### config.mk
export PLATFORM = sky130hd
export DESIGN_NAME = hsv_to_rgb_converter
export DESIGN_NICKNAME = d
export VERILOG_FILES = /design/src/design/hsv2rgb_pkg.sv /design/src/design/hsv2rgb_sector.sv /design/src/design/hsv2rgb_lane.sv /design/src/design/hsv_to_rgb_converter.sv
export SDC_FILE = /design/constraint.sdc
export NUM_CORES = 2
export LEC_CHECK = 0
export ABC_CLOCK_PERIOD_IN_PS = 7400
export BUFFER_PORTS_ARGS = -buffer_cell sky130_fd_sc_hd__buf_2
export CORE_ASPECT_RATIO = 1.25
export CORE_MARGIN = 5
export CORE_UTILIZATION = 45
export DETAILED_ROUTE_END_ITERATION = 10
export PLACE_DENSITY = 0.57
export SKIP_CTS_REPAIR_TIMING = 1
export SYNTH_ARGS = -nofsm -noshare
export SYNTH_HDL_FRONTEND = slang
export SYNTH_HIERARCHICAL = 1
export SYNTH_SLANG_ARGS = --single-unit
### constraint.sdc
create_clock -name i_clk -period 7.4 [get_ports i_clk]
set_clock_uncertainty 0.2 [all_clocks]
set_input_delay 1.48 -clock i_clk [delete_from_list [all_inputs] [get_ports i_clk]]
set_output_delay 1.48 -clock i_clk [all_outputs]
set_load 0.005 [all_outputs]
### src/design/hsv2rgb_pkg.sv
package hsv2rgb_pkg;

    localparam int HUE_SECTOR = 960;
    localparam int HUE_BIAS_LO = 1792;
    localparam int RECIP15 = 4370;
    localparam int RECIP6 = 43;
    localparam int WGT_W = 10;
    localparam int DIV15_W = 12;
    localparam int BYTE_MAX = 255;

    typedef logic [WGT_W-1:0] t_weight;

    typedef enum logic [2:0] {
        SEC_RED     = 3'd0,
        SEC_YELLOW  = 3'd1,
        SEC_GREEN   = 3'd2,
        SEC_CYAN    = 3'd3,
        SEC_BLUE    = 3'd4,
        SEC_MAGENTA = 3'd5
    } t_sector;

endpackage

### src/design/hsv2rgb_sector.sv
module hsv2rgb_sector import hsv2rgb_pkg::*; #(
    parameter int FRAC_BITS = 12
) (
    input  logic                 i_clk,
    input  logic [1:0]           i_en,
    input  logic [15:0]          i_hue,
    input  logic [15:0]          i_saturation,
    input  logic [15:0]          i_brightness,
    output logic [FRAC_BITS:0]   o_sat,
    output logic [FRAC_BITS:0]   o_val,
    output t_weight              o_w_red,
    output t_weight              o_w_green,
    output t_weight              o_w_blue
);

    localparam int FW = FRAC_BITS + 1;
    localparam int ONE = 1 << FRAC_BITS;

    // stage 1: hue bias and coarse sector index, s/v clamp
    logic [16:0]   n_u;
    logic [23:0]   w_prod15;
    logic [6:0]    n_q;
    logic [FW-1:0] n_s, n_v;
    logic [16:0]   r_u;
    logic [6:0]    r_q;
    logic [FW-1:0] r_s1, r_v1;

    function automatic logic [FW-1:0] clamp_frac(input logic [15:0] x);
        logic [FW-1:0] res;
        if (x[15]) begin
            res = '0;
        end else if (int'($signed(x)) > ONE) begin
            res = FW'(ONE);
        end else begin
            res = FW'(x);
        end
        return res;
    endfunction

    always_comb begin
        n_u      = 17'({~i_hue[15], i_hue[14:0]}) + 17'(HUE_BIAS_LO);
        w_prod15 = 24'(n_u[16:6]) * 24'(RECIP15);
        n_q      = w_prod15[22:16];
        n_s      = clamp_frac(i_saturation);
        n_v      = clamp_frac(i_brightness);
    end

    always_ff @(posedge i_clk) begin
        if (i_en[0]) begin
            r_u  <= n_u;
            r_q  <= n_q;
            r_s1 <= n_s;
            r_v1 <= n_v;
        end
    end

    // stage 2: remainder in sector, sector mod 6, channel weights
    logic [16:0]   w_rem_full;
    t_weight       w_rem;
    logic [12:0]   w_prod6;
    logic [3:0]    w_k6;
    logic [6:0]    w_sec_full;
    t_sector       w_sec;
    t_weight       w_wx;
    t_weight       n_wr, n_wg, n_wb;
    t_weight       r_wr, r_wg, r_wb;
    logic [FW-1:0] r_s2, r_v2;

    always_comb begin
        w_rem_full = r_u - {r_q, 10'b0} + {4'b0, r_q, 6'b0};
        w_rem      = w_rem_full[WGT_W-1:0];
        w_prod6    = 13'(r_q) * 13'(RECIP6);
        w_k6       = w_prod6[11:8];
        w_sec_full = r_q - ({3'b0, w_k6} << 2) - ({3'b0, w_k6} << 1);
        w_sec      = t_sector'(w_sec_full[2:0]);
        w_wx       = w_sec_full[0] ? w_rem : WGT_W'(HUE_SECTOR) - w_rem;
    end

    always_comb begin
        n_wr = '0;
        n_wg = '0;
        n_wb = '0;
        unique case (w_sec)
            SEC_RED: begin
                n_wr = '0;
                n_wg = w_wx;
                n_wb = WGT_W'(HUE_SECTOR);
            end
            SEC_YELLOW: begin
                n_wr = w_wx;
                n_wg = '0;
                n_wb = WGT_W'(HUE_SECTOR);
            end
            SEC_GREEN: begin
                n_wr = WGT_W'(HUE_SECTOR);
                n_wg = '0;
                n_wb = w_wx;
            end
            SEC_CYAN: begin
                n_wr = WGT_W'(HUE_SECTOR);
                n_wg = w_wx;
                n_wb = '0;
            end
            SEC_BLUE: begin
                n_wr = w_wx;
                n_wg = WGT_W'(HUE_SECTOR);
                n_wb = '0;
            end
            SEC_MAGENTA: begin
                n_wr = '0;
                n_wg = WGT_W'(HUE_SECTOR);
                n_wb = w_wx;
            end
            default: begin
                n_wr = '0;
                n_wg = WGT_W'(HUE_SECTOR);
                n_wb = w_wx;
            end
        endcase
    end

    always_ff @(posedge i_clk) begin
        if (i_en[1]) begin
            r_wr <= n_wr;
            r_wg <= n_wg;
            r_wb <= n_wb;
            r_s2 <= r_s1;
            r_v2 <= r_v1;
        end
    end

    assign o_sat     = r_s2;
    assign o_val     = r_v2;
    assign o_w_red   = r_wr;
    assign o_w_green = r_wg;
    assign o_w_blue  = r_wb;

endmodule

### src/design/hsv2rgb_lane.sv
module hsv2rgb_lane import hsv2rgb_pkg::*; #(
    parameter int FRAC_BITS = 12
) (
    input  logic               i_clk,
    input  logic [3:0]         i_en,
    input  logic [FRAC_BITS:0] i_sat,
    input  logic [FRAC_BITS:0] i_val,
    input  t_weight            i_weight,
    output logic [7:0]         o_byte
);

    localparam int FW = FRAC_BITS + 1;
    localparam int YW = FRAC_BITS + WGT_W;
    localparam int AW = FW + YW;
    localparam int BW = AW + 8;
    localparam int SH = 2 * FRAC_BITS + 6;
    localparam logic [YW-1:0] Y_TOP = YW'(HUE_SECTOR) << FRAC_BITS;

    // y = ONE*960 - s*w, channel = floor(255 * v * y / (960 * ONE^2))
    logic [YW-1:0]      n_y, r_y;
    logic [FW-1:0]      r_v3;
    logic [AW-1:0]      n_a, r_a;
    logic [BW-1:0]      w_b;
    logic [DIV15_W-1:0] n_q, r_q;
    logic [24:0]        w_p;
    logic [8:0]         w_p_hi;
    logic [7:0]         n_byte, r_byte;

    always_comb begin
        n_y    = Y_TOP - YW'(i_sat) * YW'(i_weight);
        n_a    = AW'(r_v3) * AW'(r_y);
        w_b    = (BW'(r_a) << 8) - BW'(r_a);
        n_q    = DIV15_W'(w_b >> SH);
        w_p    = 25'(r_q) * 25'(RECIP15);
        w_p_hi = w_p[24:16];
        n_byte = (w_p_hi > 9'(BYTE_MAX)) ? 8'(BYTE_MAX) : w_p_hi[7:0];
    end

    always_ff @(posedge i_clk) begin
        if (i_en[0]) begin
            r_y  <= n_y;
            r_v3 <= i_val;
        end
        if (i_en[1]) begin
            r_a <= n_a;
        end
        if (i_en[2]) begin
            r_q <= n_q;
        end
        if (i_en[3]) begin
            r_byte <= n_byte;
        end
    end

    assign o_byte = r_byte;

endmodule

### src/design/hsv_to_rgb_converter.sv
// HSV to RGB converter, six register stages.
// Throughput: one transaction per cycle while i_stall is low; stages hold and refill independently.
// Reset: synchronous, active low i_rst_n clears all stage valid bits;
// datapath registers are not reset.
module hsv_to_rgb_converter import hsv2rgb_pkg::*; #(
    parameter int FRAC_BITS = 12
) (
    input  logic        i_clk,
    input  logic        i_rst_n,
    input  logic        i_valid,
    output logic        o_stall,
    input  logic [15:0] i_hue,
    input  logic [15:0] i_saturation,
    input  logic [15:0] i_brightness,
    input  logic [7:0]  i_alpha_in,
    output logic        o_valid,
    input  logic        i_stall,
    output logic [7:0]  o_red,
    output logic [7:0]  o_green,
    output logic [7:0]  o_blue,
    output logic [7:0]  o_alpha_out
);

    localparam int NSTG = 6;

    logic [NSTG-1:0]    r_vld;
    logic [NSTG-1:0]    w_en;
    logic [7:0]         r_alpha [NSTG];
    logic [FRAC_BITS:0] w_sat, w_val;
    t_weight            w_wr, w_wg, w_wb;

    always_comb begin
        w_en[NSTG-1] = !r_vld[NSTG-1] || !i_stall;
        for (int k = NSTG - 2; k >= 0; k--) begin
            w_en[k] = !r_vld[k] || w_en[k+1];
        end
    end

    assign o_stall = !w_en[0];

    always_ff @(posedge i_clk) begin
        if (!i_rst_n) begin
            r_vld <= '0;
        end else begin
            if (w_en[0]) begin
                r_vld[0] <= i_valid;
            end
            for (int k = 1; k < NSTG; k++) begin
                if (w_en[k]) begin
                    r_vld[k] <= r_vld[k-1];
                end
            end
        end
    end

    always_ff @(posedge i_clk) begin
        if (w_en[0]) begin
            r_alpha[0] <= i_alpha_in;
        end
        for (int k = 1; k < NSTG; k++) begin
            if (w_en[k]) begin
                r_alpha[k] <= r_alpha[k-1];
            end
        end
    end

    hsv2rgb_sector #(
        .FRAC_BITS(FRAC_BITS)
    ) u_sector (
        .i_clk        (i_clk),
        .i_en         (w_en[1:0]),
        .i_hue        (i_hue),
        .i_saturation (i_saturation),
        .i_brightness (i_brightness),
        .o_sat        (w_sat),
        .o_val        (w_val),
        .o_w_red      (w_wr),
        .o_w_green    (w_wg),
        .o_w_blue     (w_wb)
    );

    hsv2rgb_lane #(
        .FRAC_BITS(FRAC_BITS)
    ) u_lane_red (
        .i_clk    (i_clk),
        .i_en     (w_en[5:2]),
        .i_sat    (w_sat),
        .i_val    (w_val),
        .i_weight (w_wr),
        .o_byte   (o_red)
    );

    hsv2rgb_lane #(
        .FRAC_BITS(FRAC_BITS)
    ) u_lane_green (
        .i_clk    (i_clk),
        .i_en     (w_en[5:2]),
        .i_sat    (w_sat),
        .i_val    (w_val),
        .i_weight (w_wg),
        .o_byte   (o_green)
    );

    hsv2rgb_lane #(
        .FRAC_BITS(FRAC_BITS)
    ) u_lane_blue (
        .i_clk    (i_clk),
        .i_en     (w_en[5:2]),
        .i_sat    (w_sat),
        .i_val    (w_val),
        .i_weight (w_wb),
        .o_byte   (o_blue)
    );

    assign o_valid     = r_vld[NSTG-1];
    assign o_alpha_out = r_alpha[NSTG-1];

    a_empty_out_no_stall: assert property (@(posedge i_clk) disable iff (!i_rst_n)
        !o_valid |-> !o_stall)
        else $error("input stalled while output stage empty");

    a_drain_no_stall: assert property (@(posedge i_clk) disable iff (!i_rst_n)
        o_valid && !i_stall |-> !o_stall)
        else $error("input stalled while output drains");

    a_stall_only_full: assert property (@(posedge i_clk) disable iff (!i_rst_n)
        o_stall |-> &r_vld)
        else $error("input stalled with a bubble in the pipeline");

endmodule

Word-level counts from Yosys, hierarchy flattened
Memories as Yosys holds them, arrays and structs flattened. Cells that the tools add are included.

$mul: 11. Bitwise logic cells: 1. $lt $le $gt $ge: 5. Equality and inequality tests: 4. Shift-type cells: 0. Div/mod/pow operators: 0. Add/subtract/negate cells: 12. Reductions and logical operators: 23. Mux-type cells: 18.

Operators by type and width (count): 42-bit by 35-bit subtractor with 42-bit output (3); 13-bit by 22-bit multiplier with 35-bit output (3); 12-bit by 12-bit multiplier with 24-bit output, second input constant (3); 13-bit by 10-bit multiplier with 22-bit output (3); 22-bit subtractor, first input constant (3); 10-bit one-hot mux with 2 select lines (3); 16-bit by 14-bit greater-than comparator with 1-bit output, second input constant (2); 9-bit by 8-bit greater-than comparator with 1-bit output, second input constant (3); 13-bit two-way mux (2); 11-bit by 12-bit multiplier with 22-bit output, second input constant (1); 16-bit by 11-bit adder with 17-bit output, second input constant (1); 2-bit OR reduction (8); 1-bit two-way mux (12); 10-bit adder (1); 7-bit by 6-bit multiplier with 10-bit output, second input constant (1); 10-bit two-way mux (1); 10-bit by 1-bit subtractor with 10-bit output, second input constant (1); 10-bit subtractor, first input constant (1); 1-bit logical NOT (8); 3-bit by 2-bit == test with 1-bit output, second input constant (2); 1-bit logical OR (6); 3-bit subtractor (2); 3-bit by 1-bit == test with 1-bit output, second input constant (1); 3-bit == test, second input constant (1); 2 further kinds (2).

Logic and storage cells: 105. Memories kept: 1. Memory bits (read-only): 0. Output and inout port bits: 34. Bits in registers: 349. Memory bits (writable): 48. Bits in latches: 0.

Memories: r_alpha (words 6, bits a word 8, read ports 6, clocked after Yosys merged registers in 0, write ports 6, line hsv_to_rgb_converter.sv:28) `logic [7:0] r_alpha [NSTG];`.

Longest topological paths before layout
Depth after elaboration: 9. Gate-level depth with buffers: 22. Depth with buffers taken out: 21.

Hierarchy
Netlist, hierarchy kept.

Modules (own cells, without submodules): hsv2rgb_lane at u_lane_blue (cells each 2031, times used 1, seq. area each 2702.6 um2, area an instance 18821.8 um2); hsv2rgb_lane at u_lane_red (cells each 2016, times used 1, seq. area each 2702.6 um2, area an instance 18745.5 um2); hsv2rgb_lane at u_lane_green (cells each 1980, times used 1, seq. area each 2702.6 um2, area an instance 18527.8 um2); hsv2rgb_sector (cells each 445, times used 1, seq. area each 2972.9 um2, area an instance 5741.8 um2); hsv_to_rgb_converter (cells each 74, times used 1, seq. area each 1561.5 um2, area an instance 1682.9 um2).

Least setup slack after synthesis
Ideal clock, no wire load.

Kind: flip-flop to flip-flop. From: register u_lane_green.r_y[5]. To: register u_lane_green.r_a[33], data pin. Cell stages (with the launch flop): 22. Path slack: 1.322 ns. Arrival time: 5.620 ns. Period minus slack after synthesis: 6.078 ns. Cell sequence: edfxtp_1 -> clkbuf_1 -> and2_1 -> fa_1 -> inv_1 -> fa_1 -> inv_1 -> fa_1 -> inv_1 -> fa_1 -> fa_1 -> inv_1 -> ha_1 -> a21o_1 -> a21o_1 -> a211oi_2 -> or4b_1 -> a32oi_2 -> a221o_1 -> a2111o_1 -> a21oi_2 -> xnor2_1.

Longest elaborated chain between the ends: 1.

Ends and longest elaborated chain: start, declared (line hsv2rgb_lane.sv:20) `logic [YW-1:0] n_y, r_y;`; start signal, assigned (line hsv2rgb_lane.sv:41) `r_y <= n_y;`; 13-bit by 22-bit multiplier with 35-bit output (line hsv2rgb_lane.sv:31) `n_a = AW'(r_v3) * AW'(r_y);`; net u_lane_green.n_a[33] (line hsv2rgb_lane.sv:22) `logic [AW-1:0] n_a, r_a;`; end signal, assigned (line hsv2rgb_lane.sv:45) `r_a <= n_a;`; end, declared (line hsv2rgb_lane.sv:22).

The timed path passes the listed nets, and every way through them passes these cells. A chain may end at the register's enable or synchronous reset.

Final worst setup path
From: register u_lane_green.r_v3[7]. To: register u_lane_green.r_a[33], data pin.

Longest elaborated chain between the ends: 1.

Ends and longest elaborated chain: start, declared (line hsv2rgb_lane.sv:21) `logic [FW-1:0] r_v3;`; start signal, assigned (line hsv2rgb_lane.sv:42) `r_v3 <= i_val;`; 13-bit by 22-bit multiplier with 35-bit output (line hsv2rgb_lane.sv:31); net u_lane_green.n_a[33] (line hsv2rgb_lane.sv:22).

The timed path passes the listed nets, and every way through them passes these cells.

==> results.md <==
- The standard cell core area is approximately 0.14 mm2.
- The number of hold violations in the final report is 0.
- The row count is 154.
- The number of nets handed over by synthesis was ~8.3k.
- Wire segments on met2 add up to about 70000 um in the final route.
- Summing every instance area after synthesis gives roughly 0.064 mm2.
- The final layout contains routed wiring with a total length of between 100000 and 150000 um.
- After synthesis, flip-flops and latches occupy 19.9% of the total area.
- STA classifies the critical path endpoint as a flop.
- The highest ir drop seen on vdd is ~0.63 mV.
- The delay of the slowest cell on the worst path is 0.92 ns.
- The worst setup path is launched from a flop.
- The number of remaining DRC errors is 0.
- The final period demand of the worst path is ~6.6 ns.
- The most used flip-flop cell after synthesis is edfxtp_1.
- The first global-routing pass estimated about 240000 um of wire.
- The signal on the critical path passes through nand2_1, fa_1, inv_1, fa_1, fa_1, fa_1, inv_1, fa_1, inv_1, ha_1, a21o_1, a21oi_1, o211ai_1, a21oi_2, a32oi_2, a221o_1, a2111o_1, a21oi_2, xnor2_1.
- Setup repair after global routing left no endpoint under its margin.
- In this run the top signal layer used is met4.
- Counting stages on the worst path, the most repeated cell is fa_1.
- Of all cell types, the one taking the most synthesized area is fa_1.
- Dividing the detail-routed via count by the number of cells gives just over 5.
- For this run, the number of Yosys warnings is 6.
- The largest fanout of any net on the critical path is 22.
- The flow ran to the end, and the final reports show no timing, DRC or antenna violations.
- The floorplan step defined a die boundary enclosing roughly 0.15 mm2.
- The commonest cells after synthesis are inv_1, fa_1, nand2_1.
- The number of maximum-capacitance violations is 0.
- The placed instances occupy a cell area of about 0.066 mm2.
- The data arrival time of the critical path is 6.78 ns.
- For the pin with the worst max-slew slack, the measured transition is approximately 1.1 ns.
- The via count of the first global-routing pass is around 47k.
- The critical path required time is about 7.6 ns.
- The max-slew violation count is 0.
- The critical path in this run is classified as flop to flop.
- The number of enable-type register cells in the synthesized netlist is approximately 420.
- The width of the chip is roughly 350 um.
- Entering global routing, the biggest net connects 67 pins.
- The overall die height is about 430 um.
- The share of post-route cells with drive strength above 1 is 4.38%.
- The total via count in the routed design is around 43k.
- The number of distinct library cell variants in the gate-level netlist after synthesis is 108.
- The critical path's slowest cell is edfxtp_1.
- The path class of the lowest-slack min-delay path is flop to flop.
- The number of clock sinks is approximately 420.
- The final hold slack is 0.213 ns.
- The most frequent cell after synthesis is inv_1.
- Headroom to the max-slew limit came out at ~29%.
- The CTS tree is yes.
- The H-tree generated during clock tree synthesis spans 2 levels.
- Power spread over the standard cell area amounts to roughly 310 mW/mm2.
- The fraction of synthesized cell area taken by the top area cell type is between 30% and 40%.
- For this run, the total global-route usage over all layers was measured as between 10% and 20%.
- 94 I/O pins were placed.
- Routability-driven placement finished with a final weighted congestion of approximately 0.84.
- The clock reaches the later pin of the worst-skew pair after about 0.65 ns.
- No sink is reached through more buffers than the 3 on the longest clock path.
- In the synthesized netlist, the number of instances is approximately 6.5k.
- The number of flip-flops and latches in the synthesized netlist is roughly 420.
- The buffer cell driving the clock tree root is clkbuf_16.
- The share of flip-flops with an asynchronous set or reset is 0%.
- The share of the core filled with cells is 48.0%.
- Summed over all cells, the static leakage comes to around 33 nW.
- The initial antenna violation count is 0.
- The clock transition at the registers of the reported paths is roughly 0.060 ns.
- The average cell area after synthesis is around 9.7 um2.
- The number of cells after detailed placement is roughly 8.3k.
- The layout overhead on the synthesized area is 6.29%.
- The post-route fraction of the period consumed by the critical path is roughly nine tenths.
- For this configuration, the core starts out at a cell density of 45.2%.
- The total negative slack for setup checks is 0 ns.
- The wire length on met3 is approximately 5100 um.
- Input and output buffers added on the ports amount to 93.
- The number of routed nets with antenna violations is 0.
- By area the synthesized netlist is led by fa_1, edfxtp_1, ha_1.
- The number of buffers inserted during clock tree synthesis is between 40 and 50.
- The layout net count is just over 8k.
- Summed over all layers, the global routing overflow is 0.
- The HPWL after detailed placement is about 110000 um.
- Based on the critical path, the design can be clocked at up to around 0.15 GHz.
- The first detailed-routing pass ran for 7 iterations.
- Once layout is complete, the cells apart from fillers number 8421.
- The final setup violation count is 0.
- Dividing the detail-routed wire length by the instance count gives 16.6 um.
- The cell family contributing the most delay on the critical path is adder cells.
- The final standard cell area without fillers is just under 0.07 mm2.
- After detailed routing, the wire length on met1 is between 60000 and 70000 um.
- Counting both buffers and inverters, the worst setup path holds a total of 3.
- After the first detailed-routing iteration, the DRC count stood at between 1.5k and 2k.
logic make-up after synthesis:
kind of cell,synth area share (%)
muxes,0.0709
xor gates and xnor gates,3.00
adders and majority gates,45.6
buffers and inverters,9.71
AOI/OAI and AO/OA,7.40
and+or+nand+nor,14.3
DFF,19.9
path summary, 6_finish.rpt:
kind                            cells after the start                           start                              to  slack, ns
worst min register to register                      0         r_alpha[4][1]$_DFFE_PP_         r_alpha[5][1]$_DFFE_PP_       0.21
worst max register to register                     19  u_lane_green/r_v3[7]$_DFFE_PP_  u_lane_green/r_a[33]$_DFFE_PP_       0.82
worst min-delay path                                0         r_alpha[4][1]$_DFFE_PP_         r_alpha[5][1]$_DFFE_PP_       0.21
worst max-delay path                               19  u_lane_green/r_v3[7]$_DFFE_PP_  u_lane_green/r_a[33]$_DFFE_PP_       0.82
per-stage QoR:
stage | power [mW] | setup slack (ns)
after floorplan | 15.0 | 1.32
after global placement | 18.1 | 0.911
after detailed placement | 18.3 | 0.855
after CTS | 21.1 | 0.856
after global routing | 23.1 | 0.501
final | 20.8 | 0.816
flip-flops by register name, summed over array words and instances (netlist names), 22 cells and up:
signal,flops
u_lane_green/r_y,22
u_lane_red/r_a,35
r_alpha,48
u_lane_red/r_y,22
u_lane_blue/r_y,22
u_lane_green/r_a,35
u_lane_blue/r_a,35
final cells by class:
type / instances / area (um2)
Fill cell: 13344 / 73100
Inverter: 1415 / 5320
Timing Repair Buffer: 137 / 796
Sequential cell: 423 / 12600
Clock inverter: 35 / 460
Tap cell: 1872 / 2340
Multi-Input combinational cell: 4482 / 44700
Clock buffer: 55 / 1230
Antenna cell: 2 / 5.00
worst register-to-register path, stage by stage, from the launching register on:
cell	delay, ns
edfxtp_1	0.92
nand2_1	0.19
fa_1	0.58
inv_1	0.06
fa_1	0.50
fa_1	0.52
fa_1	0.55
inv_1	0.06
fa_1	0.53
inv_1	0.04
ha_1	0.35
a21o_1	0.18
a21oi_1	0.22
o211ai_1	0.14
a21oi_2	0.18
a32oi_2	0.15
a221o_1	0.36
a2111o_1	0.39
a21oi_2	0.15
xnor2_1	0.07
layer usage:
metal	track usage (%)	up-vias
met5	0	-
met4	4.83	0
met3	2.10	206
met2	34.8	721
met1	24.8	21768
li1	-	20492
layout by cell type, fill, tap and decap left out, types with 58 or more instances in the layout:
cell | synthesis | layout
inv_1 | 1412 | 1411
o21ai_0 | 102 | 102
a21oi_1 | 191 | 191
nand2_1 | 843 | 841
buf_2 | 1 | 93
edfxtp_1 | 417 | 417
ha_1 | 760 | 760
fa_1 | 973 | 973
nor3_1 | 58 | 58
xor2_1 | 66 | 66
xnor2_1 | 149 | 149
nor2_1 | 125 | 125
and2_1 | 561 | 561
a21o_1 | 107 | 107
where the power goes:
group / total (mW) / switching [mW] / internal (mW)
clock network: 2.54 / 1.08 / 1.47
registers: 5.30 / 1.34 / 3.97
logic: 13.0 / 7.30 / 5.66
total: 20.8 / 9.72 / 11.1
(Power assumes the default switching activity.)
